===== config.mk =====
export PLATFORM = sky130hd
export DESIGN_NAME = queue_from_two_stacks
export DESIGN_NICKNAME = d
export VERILOG_FILES = /design/src/rtl/qfts_pkg.sv /design/src/rtl/qfts_ram.sv /design/src/rtl/qfts_front.sv /design/src/rtl/qfts_back.sv /design/src/rtl/queue_from_two_stacks.sv
export SDC_FILE = /design/constraint.sdc
export NUM_CORES = 1
export LEC_CHECK = 0
export ABC_AREA = 1
export BUFFER_PORTS_ARGS = -buffer_cell sky130_fd_sc_hd__buf_2
export CAP_MARGIN = 30
export CORE_UTILIZATION = 42
export DETAILED_ROUTE_END_ITERATION = 10
export GPL_ROUTABILITY_DRIVEN = 0
export GPL_TIMING_DRIVEN = 0
export SETUP_SLACK_MARGIN = 0.2
export SYNTH_ARGS = -nofsm -noshare
export SYNTH_HDL_FRONTEND = slang
export SYNTH_SLANG_ARGS = --single-unit

===== constraint.sdc =====
create_clock -name clk -period 6.85 [get_ports clk]
set_clock_uncertainty 0.2 [all_clocks]
set_input_delay 1.37 -clock clk [delete_from_list [all_inputs] [get_ports clk]]
set_output_delay 1.37 -clock clk [all_outputs]
set_load 0.02 [all_outputs]

===== src/rtl/qfts_pkg.sv =====
package qfts_pkg;

  localparam int STACK_DEPTH_DEF = 16;
  localparam int DATA_WIDTH_DEF  = 32;
  localparam int CMDQ_DEPTH      = 2;

  localparam logic MODE_DEQ = 1'b1;

  localparam logic [1:0] ST_DONE  = 2'd0;
  localparam logic [1:0] ST_FULL  = 2'd1;
  localparam logic [1:0] ST_EMPTY = 2'd2;

  typedef enum logic {
    OP_ENQ = 1'b0,
    OP_DEQ = 1'b1
  } op_t;

  typedef struct packed {
    logic        mode;
    logic [31:0] data_in;
  } in_item_t;

  typedef struct packed {
    logic [1:0]  status;
    logic [31:0] data_out;
    logic        queue_empty;
  } out_item_t;

  typedef struct packed {
    op_t         op;
    logic [31:0] data;
  } cmd_t;

endpackage


===== src/rtl/qfts_ram.sv =====
module qfts_ram #(
  parameter int WIDTH = 32,
  parameter int DEPTH = 16
) (
  input  logic                                   clk,
  input  logic                                   we,
  input  logic [((DEPTH > 1) ? $clog2(DEPTH) : 1)-1:0] waddr,
  input  logic [WIDTH-1:0]                       wdata,
  input  logic [((DEPTH > 1) ? $clog2(DEPTH) : 1)-1:0] raddr,
  output logic [WIDTH-1:0]                       rdata
);

  logic [WIDTH-1:0] mem [DEPTH];
  logic [WIDTH-1:0] rdata_r;

  always_ff @(posedge clk) begin
    if (we) begin
      mem[waddr] <= wdata;
    end
    rdata_r <= mem[raddr];
  end

  assign rdata = rdata_r;

endmodule


===== src/rtl/qfts_front.sv =====
module qfts_front
  import qfts_pkg::*;
(
  input  logic     clk,
  input  logic     rst_n,
  input  logic     start,
  output logic     busy,
  input  in_item_t in_item,
  output logic     cmd_valid,
  output cmd_t     cmd,
  input  logic     cmd_pop
);

  localparam int QAW = (CMDQ_DEPTH > 1) ? $clog2(CMDQ_DEPTH) : 1;
  localparam int QCW = $clog2(CMDQ_DEPTH + 1);

  cmd_t           q_r [CMDQ_DEPTH];
  logic [QAW-1:0] wr_ptr_r, wr_ptr_nxt;
  logic [QAW-1:0] rd_ptr_r, rd_ptr_nxt;
  logic [QCW-1:0] cnt_r, cnt_nxt;
  logic           push;
  logic           pop;
  cmd_t           new_cmd;

  // decode the mode bit into an operation
  always_comb begin
    new_cmd.op   = (in_item.mode == MODE_DEQ) ? OP_DEQ : OP_ENQ;
    new_cmd.data = in_item.data_in;
  end

  assign busy      = (cnt_r == QCW'(CMDQ_DEPTH));
  assign push      = start && !busy;
  assign cmd_valid = (cnt_r != '0);
  assign pop       = cmd_pop && cmd_valid;
  assign cmd       = q_r[rd_ptr_r];

  always_comb begin
    wr_ptr_nxt = wr_ptr_r;
    rd_ptr_nxt = rd_ptr_r;
    cnt_nxt    = cnt_r;
    if (push) begin
      wr_ptr_nxt = (wr_ptr_r == QAW'(CMDQ_DEPTH - 1)) ? '0 : wr_ptr_r + 1'b1;
    end
    if (pop) begin
      rd_ptr_nxt = (rd_ptr_r == QAW'(CMDQ_DEPTH - 1)) ? '0 : rd_ptr_r + 1'b1;
    end
    if (push && !pop) begin
      cnt_nxt = cnt_r + 1'b1;
    end else if (pop && !push) begin
      cnt_nxt = cnt_r - 1'b1;
    end
  end

  always_ff @(posedge clk) begin
    if (!rst_n) begin
      wr_ptr_r <= '0;
      rd_ptr_r <= '0;
      cnt_r    <= '0;
    end else begin
      wr_ptr_r <= wr_ptr_nxt;
      rd_ptr_r <= rd_ptr_nxt;
      cnt_r    <= cnt_nxt;
    end
  end

  always_ff @(posedge clk) begin
    if (push) begin
      q_r[wr_ptr_r] <= new_cmd;
    end
  end

endmodule


===== src/rtl/qfts_back.sv =====
module qfts_back
  import qfts_pkg::*;
#(
  parameter int STACK_DEPTH = STACK_DEPTH_DEF,
  parameter int DATA_WIDTH  = DATA_WIDTH_DEF
) (
  input  logic      clk,
  input  logic      rst_n,
  input  logic      cmd_valid,
  input  cmd_t      cmd,
  output logic      cmd_pop,
  output logic      out_valid,
  output out_item_t out_item
);

  localparam int AW = (STACK_DEPTH > 1) ? $clog2(STACK_DEPTH) : 1;
  localparam int CW = $clog2(STACK_DEPTH + 1);

  typedef enum logic [3:0] {
    S_IDLE = 4'b0001,
    S_EXEC = 4'b0010,
    S_MOVE = 4'b0100,
    S_POP  = 4'b1000
  } state_t;

  state_t          state_r, state_nxt;
  cmd_t            cmd_r, cmd_nxt;
  logic [CW-1:0]   in_cnt_r, in_cnt_nxt;
  logic [CW-1:0]   out_cnt_r, out_cnt_nxt;
  logic            mv_pend_r, mv_pend_nxt;
  logic            out_valid_r, out_valid_nxt;
  out_item_t       out_item_r, out_item_nxt;

  logic            in_we;
  logic [AW-1:0]   in_waddr;
  logic [AW-1:0]   in_raddr;
  logic [DATA_WIDTH-1:0] in_rdata;
  logic            out_we;
  logic [AW-1:0]   out_waddr;
  logic [AW-1:0]   out_raddr;
  logic [DATA_WIDTH-1:0] out_rdata;
  logic [DATA_WIDTH-1:0] enq_data;
  logic [CW-1:0]   in_top;
  logic [CW-1:0]   out_top;
  logic            in_full;

  assign enq_data  = DATA_WIDTH'(cmd_r.data);
  assign in_top    = in_cnt_r - CW'(1);
  assign out_top   = out_cnt_r - CW'(1);
  assign in_raddr  = in_top[AW-1:0];
  assign out_raddr = out_top[AW-1:0];
  assign in_waddr  = in_cnt_r[AW-1:0];
  assign out_waddr = out_cnt_r[AW-1:0];
  assign in_full   = (in_cnt_r == CW'(STACK_DEPTH));

  qfts_ram #(.WIDTH(DATA_WIDTH), .DEPTH(STACK_DEPTH)) u_in_stack (
    .clk   (clk),
    .we    (in_we),
    .waddr (in_waddr),
    .wdata (enq_data),
    .raddr (in_raddr),
    .rdata (in_rdata)
  );

  qfts_ram #(.WIDTH(DATA_WIDTH), .DEPTH(STACK_DEPTH)) u_out_stack (
    .clk   (clk),
    .we    (out_we),
    .waddr (out_waddr),
    .wdata (in_rdata),
    .raddr (out_raddr),
    .rdata (out_rdata)
  );

  always_comb begin
    state_nxt     = state_r;
    cmd_nxt       = cmd_r;
    in_cnt_nxt    = in_cnt_r;
    out_cnt_nxt   = out_cnt_r;
    mv_pend_nxt   = 1'b0;
    out_valid_nxt = 1'b0;
    out_item_nxt  = '0;
    cmd_pop       = 1'b0;
    in_we         = 1'b0;
    out_we        = 1'b0;
    unique case (state_r)
      S_IDLE: begin
        if (cmd_valid) begin
          cmd_pop   = 1'b1;
          cmd_nxt   = cmd;
          state_nxt = S_EXEC;
        end
      end
      S_EXEC: begin
        if (cmd_r.op == OP_ENQ) begin
          if (!in_full) begin
            in_we                    = 1'b1;
            in_cnt_nxt               = in_cnt_r + 1'b1;
            out_valid_nxt            = 1'b1;
            out_item_nxt.status      = ST_DONE;
            out_item_nxt.queue_empty = 1'b0;
            state_nxt                = S_IDLE;
          end else if (out_cnt_r != '0) begin
            out_valid_nxt            = 1'b1;
            out_item_nxt.status      = ST_FULL;
            out_item_nxt.queue_empty = 1'b0;
            state_nxt                = S_IDLE;
          end else begin
            state_nxt = S_MOVE;
          end
        end else begin
          if (out_cnt_r != '0) begin
            out_cnt_nxt = out_cnt_r - 1'b1;
            state_nxt   = S_POP;
          end else if (in_cnt_r != '0) begin
            state_nxt = S_MOVE;
          end else begin
            out_valid_nxt            = 1'b1;
            out_item_nxt.status      = ST_EMPTY;
            out_item_nxt.queue_empty = 1'b1;
            state_nxt                = S_IDLE;
          end
        end
      end
      S_MOVE: begin
        // read of the input top overlaps the write of the entry read last cycle
        if (mv_pend_r) begin
          out_we      = 1'b1;
          out_cnt_nxt = out_cnt_r + 1'b1;
        end
        if (in_cnt_r != '0) begin
          in_cnt_nxt  = in_cnt_r - 1'b1;
          mv_pend_nxt = 1'b1;
        end else if (!mv_pend_r) begin
          state_nxt = S_EXEC;
        end
      end
      S_POP: begin
        out_valid_nxt            = 1'b1;
        out_item_nxt.status      = ST_DONE;
        out_item_nxt.data_out    = 32'(out_rdata);
        out_item_nxt.queue_empty = (in_cnt_r == '0) && (out_cnt_r == '0);
        state_nxt                = S_IDLE;
      end
      default: begin
        state_nxt = S_IDLE;
      end
    endcase
  end

  always_ff @(posedge clk) begin
    if (!rst_n) begin
      state_r     <= S_IDLE;
      in_cnt_r    <= '0;
      out_cnt_r   <= '0;
      mv_pend_r   <= 1'b0;
      out_valid_r <= 1'b0;
    end else begin
      state_r     <= state_nxt;
      in_cnt_r    <= in_cnt_nxt;
      out_cnt_r   <= out_cnt_nxt;
      mv_pend_r   <= mv_pend_nxt;
      out_valid_r <= out_valid_nxt;
    end
  end

  always_ff @(posedge clk) begin
    cmd_r      <= cmd_nxt;
    out_item_r <= out_item_nxt;
  end

  assign out_valid = out_valid_r;
  assign out_item  = out_item_r;

  a_cnt_bound: assert property (@(posedge clk) disable iff (!rst_n)
    (in_cnt_r <= CW'(STACK_DEPTH)) && (out_cnt_r <= CW'(STACK_DEPTH)))
    else $error("stack count beyond depth");

  a_move_entry: assert property (@(posedge clk) disable iff (!rst_n)
    (state_r == S_EXEC && state_nxt == S_MOVE) |-> (out_cnt_r == '0 && in_cnt_r != '0))
    else $error("transfer started with output stack not empty");

  a_move_no_push: assert property (@(posedge clk) disable iff (!rst_n)
    (state_r == S_MOVE) |-> !in_we)
    else $error("input stack written during transfer");

  a_pop_result: assert property (@(posedge clk) disable iff (!rst_n)
    (state_r == S_POP) |=> (out_valid_r && out_item_r.status == ST_DONE))
    else $error("pop gave no result");

  a_empty_report: assert property (@(posedge clk) disable iff (!rst_n)
    (out_valid_r && out_item_r.status == ST_EMPTY) |->
      (out_item_r.queue_empty && out_item_r.data_out == '0))
    else $error("empty refusal with bad fields");

endmodule


===== src/rtl/queue_from_two_stacks.sv =====
// FIFO built from an input stack and an output stack of STACK_DEPTH entries each.
// An item is accepted at a clock edge with start high and busy low; busy rises
// only while the two-entry command queue in front of the stack engine is full.
// Every item gives exactly one result, shown on out_item for one cycle with
// out_valid high; the receiver cannot stall, so results are never held back.
// A command is taken off the queue in S_IDLE and decoded in S_EXEC; an
// enqueue with room or a refusal gives its result from there, and a dequeue
// from a non-empty output stack goes on to S_POP. When the input stack has to
// be moved over first (enqueue on a full input stack with an empty output
// stack, or a dequeue on an empty output stack), the transfer sequencer in
// S_MOVE moves one entry per cycle, set by the single read port of the input
// stack RAM, and then returns to S_EXEC to decode the command again. Each
// entry is moved at most once.
// Stack contents are undefined after reset; no clearing pass is needed because
// the stack counts guard every read.
module queue_from_two_stacks
  import qfts_pkg::*;
#(
  parameter int STACK_DEPTH = STACK_DEPTH_DEF,
  parameter int DATA_WIDTH  = DATA_WIDTH_DEF
) (
  input  logic      clk,
  input  logic      rst_n,
  input  logic      start,
  output logic      busy,
  input  in_item_t  in_item,
  output logic      out_valid,
  output out_item_t out_item
);

  // command queue between front and stack engine
  logic cmd_valid;
  cmd_t cmd;
  logic cmd_pop;

  // front: takes items, decodes the mode into an operation
  qfts_front u_front (
    .clk       (clk),
    .rst_n     (rst_n),
    .start     (start),
    .busy      (busy),
    .in_item   (in_item),
    .cmd_valid (cmd_valid),
    .cmd       (cmd),
    .cmd_pop   (cmd_pop)
  );

  // back: stack engine with both stack RAMs and the transfer sequencer
  qfts_back #(
    .STACK_DEPTH (STACK_DEPTH),
    .DATA_WIDTH  (DATA_WIDTH)
  ) u_back (
    .clk       (clk),
    .rst_n     (rst_n),
    .cmd_valid (cmd_valid),
    .cmd       (cmd),
    .cmd_pop   (cmd_pop),
    .out_valid (out_valid),
    .out_item  (out_item)
  );

endmodule


### Yosys cells after proc, flatten, opt, wreduce, memory -nomap -nowiden

Memories as Yosys holds them, arrays and structs flattened. A register that Yosys moved wholly into a read port is not among the register bits.
Cells that the tools add are included.

| storage, ports and cells | value |
|---|---|
| flip-flop bits (word level) | 55 |
| memory bits (writable) | 1090 |
| output and inout port bits | 37 |
| memories kept | 3 |

| operators by class | value |
|---|---|
| add/subtract/negate cells | 8 |
| eq/ne operators | 15 |
| mux-type cells | 49 |
| reduce and logical (&&, ||, !) cells | 20 |

Memory list:

| memory | words | bits a word | rd ports | clocked after memory_dff | wr ports | RTL line | source |
|---|---|---|---|---|---|---|---|
| u_back.u_in_stack.mem | 16 | 32 | 1 | 1 | 1 | qfts_ram.sv:13 | `logic [WIDTH-1:0] mem [DEPTH];` |
| u_back.u_out_stack.mem | 16 | 32 | 1 | 1 | 1 | qfts_ram.sv:13 |  |
| u_front.q_r | 2 | 33 | 1 | 1 | 1 | qfts_front.sv:17 | `cmd_t q_r [CMDQ_DEPTH];` |

Operator list:

| kind | count |
|---|---|
| 5-bit two-way mux | 6 |
| 1-bit two-way mux | 24 |
| 4-bit two-way mux | 6 |
| 5-bit one-hot mux with 2 select lines | 2 |
| 2-bit two-way mux | 6 |
| 4-bit one-hot mux with 3 select lines | 1 |
| 5-bit by 1-bit adder with 5-bit output (second input constant) | 2 |
| 5-bit logical NOT | 2 |
| 2-bit inequality test (second input constant) | 5 |
| 5-bit nonzero test | 2 |
| 5-bit by 1-bit subtractor with 5-bit output (second input constant) | 2 |
| 2-bit by 1-bit inequality test with 1-bit output (second input constant) | 4 |
| 4-bit AND reduction | 2 |
| 3-bit two-way mux | 2 |
| 2-bit nonzero test | 3 |
| 5-bit == test (second input constant) | 1 |
| 1-bit logical AND | 5 |
| 4-bit by 1-bit == test with 1-bit output (second input constant) | 1 |
| 4-bit by 2-bit == test with 1-bit output (second input constant) | 1 |
| 4-bit by 3-bit == test with 1-bit output (second input constant) | 1 |
| 4-bit == test (second input constant) | 1 |
| 1-bit one-hot mux with 2 select lines | 2 |
| 2-bit AND reduction | 2 |
| 1-bit logical NOT | 3 |
| other kinds (5) | 6 |

### Longest topological paths before layout

| depth | value |
|---|---|
| depth after elaboration | 7 |
| depth in mapped cells | 14 |
| depth with buffers taken out | 10 |

### Hierarchy

A second synthesis with hierarchy kept.

| unflattened totals | value |
|---|---|
| cells, all modules | 4694 |
| area, all modules | 51374.3 um^2 |

Modules (own cells, without submodules):

| module | times used | cells each | area each (um^2) | seq. area each (um^2) |
|---|---|---|---|---|
| qfts_ram | 2 | 2120 | 22730.6 | 16015.4 |
| qfts_back | 1 | 314 | 3130.5 | 2011.9 |
| qfts_front | 1 | 140 | 2782.7 | 2082.0 |

### Least setup slack after synthesis

OpenSTA, ideal clock, no wires.

| timing path | value |
|---|---|
| kind | register -> register |
| start point | register u_back.in_cnt_r[0] |
| end point | memory u_back.u_in_stack.mem[4][0] (enable) |
| data arrival time | 3.824 ns |
| path slack | 2.364 ns |
| cell stages (with the launch flop) | 11 |
| cell sequence | dfxtp_1 buf_6 inv_4 buf_6 buf_6 buf_4 ha_1 nand3_1 nand3_1 buf_2 nor3_1 |

| on the way | value |
|---|---|
| cells in the longest elaborated chain, start to end | 6 |

Ends and longest elaborated chain:

| what | RTL line | source |
|---|---|---|
| from (decl) | qfts_back.sv:28 | `logic [CW-1:0] in_cnt_r, in_cnt_nxt;` |
| from (signal assigned) | qfts_back.sv:159 | `in_cnt_r <= in_cnt_nxt;` |
| 5-bit == test | qfts_back.sv:54 | `assign in_full = (in_cnt_r == CW'(STACK_DEPTH));` |
| 1-bit two-way mux | qfts_back.sv:95 | `if (!in_full) begin` |
| 1-bit two-way mux | qfts_back.sv:94 | `if (cmd_r.op == OP_ENQ) begin` |
| 1-bit two-way mux | qfts_back.sv:85 | `unique case (state_r)` |
| 1-bit two-way mux | qfts_ram.sv:17 | `if (we) begin` |
| 1-bit two-way mux (not written as such) | qfts_ram.sv:18 | `mem[waddr] <= wdata;` |
| to (decl) | qfts_ram.sv:13 |  |

Several ways; a longest one is shown, not always the timed one.

### Worst setup path in the final report

| timing path | value |
|---|---|
| start point | register u_back.in_cnt_r[0] |
| end point | memory u_back.u_in_stack.mem[8][27] (enable) |

The elaborated chain is that of the path after synthesis.

==> flow_summary.toml <==
[floorplanning]
fp.dieH_um = 338.8
core_area_um2 = 112500
initial_utilization = 0.4235
fp-row-count = 123
die_x_um = 338.8
die_area_um2 = 114800
ios = 73

[timing]
relSlewSlack = 0.3363
setup_violations = 0
tightest_slew_ps = 990.2
finalCritPeriodShare = 0.5774
period_minus_slack_ps = 3955
max_freq_mhz = 252.8
grt_setup_unrepaired = "no"
maxSlewViolCount = 0
hold_viol = 0

[final_layout]
drive_gt1_frac = 0.1206
fin_nets = 3972
multi_input_area_um2 = 9794
layout_common_cells = "1,123 x edfxtp_1, 643 x nor2_1, 407 x o21ai_0"
fin_cells = 5531
final_common_cell = "edfxtp_1"
n_fill_cell = 9695
area_growth_pct = 15.67
post-route-util = 0.4899
seqCellArea_um2 = 36100
postLayoutCellArea_um2 = 55120

[cts]
cts_tree = "done"
cts_root_buf = "clkbuf_16"
htreeDepth = 4
clock_sinks = 1242
clk_latency_ps = 730
holdBufCountCts = 0
postCtsResizedCells = 0
clk_pin_slew_ps = 60
numCtsBuffers = 130
cts_max_path_buffers = 3
post-cts-setup-buffer-count = 0

[run_status]
status = "finished clean"

[global_routing]
overflow = 0
grt_pass1_vias = 29020
grt_antenna_before_repair = 3
track_usage = 0.2238
grt_pass1_wl_um = 189100
grt_start_max_net_pins = 34

[setup_path]
slowest_stage = "nor3_2"
crit_arrival_ps = 4180
cp_common_cell = "buf_6"
crit_path_cell_trace = "buf_6 > inv_4 > buf_6 > buf_6 > buf_4 > ha_1 > nand3_1 > nand3_1 > buf_2 > nor3_2 > buf_6 > buf_6 > buf_8"
critPathTopFamily = "buffers and inverters"
worstSetupEndpointType = "flop"
critPathLaunchType = "flop"
path_class = "flop to flop"
cp_max_fo = 11
path_buf_inv = 9
cp_slowest_stage_delay_ps = 730
crit_required_ps = 7080

[place]
port_buffers = 72
place_inst = 5293
dp.final_hpwl_um = 87710
post_dp_cell_area_um2 = 51050

[detailed_routing]
drc = 0
wl_per_cell_um = 23.38
dr_total_vias = 29910
ant_nets = 0
drt_iter0_markers = 3126
wl_um = 129300
dr.pass1.iters = 6
avgViaCountPerCell = 5.408

[logic_synthesis]
post_synth.cell_area_avg_um2 = 13.01
synth_cells = 3662
synthDistinctLibCells = 27
synth_fp_nets = 3708
yosys-top-cells-area = "edfxtp_1 71%, nor2_1 5.3%, dfxtp_1 5.0%"
yosysTopAreaCell = "edfxtp_1"
synth_seq_area_share = 0.7578
yosysWarnings = 0
synth_top_area_frac = 0.7078
synth_area_um2 = 47650
synth_seq_cells = 1242

[power]
switching_share = 0.2902
combPwrFrac = 0.130
p_int_mw = 14.07
power_frac_clock = 0.339
seqPwrFrac = 0.532
peakVddDrop_mv = 0.2951
power-per-cell-area_nw_per_um2 = 359.8
total_leakage_power_nw = 18.88
switchingPower_mw = 5.755

[min_path]
hold_class = "flop to flop"

[run]
max_cap_viol_count = 0
-- synthesized netlist by cell type --
library cell	n
nor2_1	669
nand4_1	3
nand3_1	214
buf_4	21
inv_1	197
clkbuf_1	80
buf_2	76
nand2_2	3
o21ai_1	59
inv_2	5
buf_8	1
xnor2_2	2
xor2_1	1
ha_1	10
inv_4	2
edfxtp_1	1123
nor3_1	10
dfxtp_1	119
o211ai_1	256
nor3b_1	1
a21oi_1	74
buf_1	19
nor2_2	2
o21ai_0	407
nor2_4	2
nand2_1	280
buf_6	26
-- metrics by stage --
step                      worst slack [ps]  total power, mW  hold slack [ps]  TNS [ps]
after floorplan                       2364            11.58            193.6         0
after global placement              -878.9            13.07            199.5    -89470
after detailed placement              2952            13.18            198.8         0
after CTS                             2901            19.81            209.9         0
after global routing                  2673            20.43            224.3         0
final                                 2895            19.83            207.1         0
-- worst reg2reg max path, stage by stage (launching register included) --
cell     delay [ps]
dfxtp_1         420
buf_6           220
inv_4            80
buf_6           160
buf_6           170
buf_4           210
ha_1            310
nand3_1         160
nand3_1         130
buf_2           250
nor3_2          730
buf_6           260
buf_6           190
buf_8           170
-- flip-flops by register name (all words and copies together), names as in the netlist --
signal	cells
u_back.out_cnt_r	5
u_back.out_item	35
u_back.u_in_stack.mem	512
u_front.rd_ptr_r	1
u_back.in_cnt_r	5
u_back.out_valid	1
u_front.q_r	66
u_front.cnt_r	2
u_front.wr_ptr_r	1
u_back.cmd_r	1
u_back.u_out_stack.mem	512
u_back.u_out_stack.rdata	32
u_back.u_in_stack.rdata	32
u_back.state_r	4
u_back.enq_data	32
u_back.mv_pend_r	1
-- path summary, 6_finish.rpt --
kind,depth (start not counted),start,endpoint,slack (ps)
max,13,u_back.in_cnt_r[0]$_SDFFE_PN0P_,u_back.u_in_stack.mem[8][27]$_DFFE_PP_,2890
min reg2reg,2,u_back.u_out_stack.rdata[7]$_DFF_P_,u_back.out_item[8]$_SDFF_PP0_,210
min,2,u_back.u_out_stack.rdata[7]$_DFF_P_,u_back.out_item[8]$_SDFF_PP0_,210
max reg2reg,13,u_back.in_cnt_r[0]$_SDFFE_PN0P_,u_back.u_in_stack.mem[8][27]$_DFFE_PP_,2890
-- routing by layer --
layer / global-route usage / part of all wire
met4: 0.07900 / 0.030
met2: 0.3796 / 0.49
met1: 0.2866 / 0.40
met5: 0 / 0.00010
met3: 0.04223 / 0.076
-- power groups by stage --
stage,logic [mW],registers [mW],clock network (mW)
6_report,2.57,10.5,6.71
3_5_place_dp,2.50,10.7,0
2_1_floorplan,1.39,10.2,0
4_1_cts,2.51,10.5,6.78
5_1_grt,2.75,10.6,7.05
3_3_place_gp,2.42,10.7,0
-- logic make-up after synthesis --
family                     count (synthesis)  share of synthesized area
buffers and inverters                    427                    0.04173
xor gates and xnor gates                   3                  0.0008666
and+or+nand+nor                         1184                    0.09997
adders and majority gates                 10                   0.002626
DFF                                     1242                     0.7578
AOI/OAI and AO/OA                        796                    0.09706
-- cell type report --
class	instances	share of cell area
Antenna cell	2	0.00009081
Sequential cell	1242	0.6551
Buffer	223	0.02209
Clock buffer	188	0.06758
Multi-Input combinational cell	1993	0.1777
Clock inverter	47	0.005880
Tap cell	1500	0.03405
Timing Repair Buffer	132	0.02354
Inverter	204	0.01398
Power figures use the tool's default switching activity.
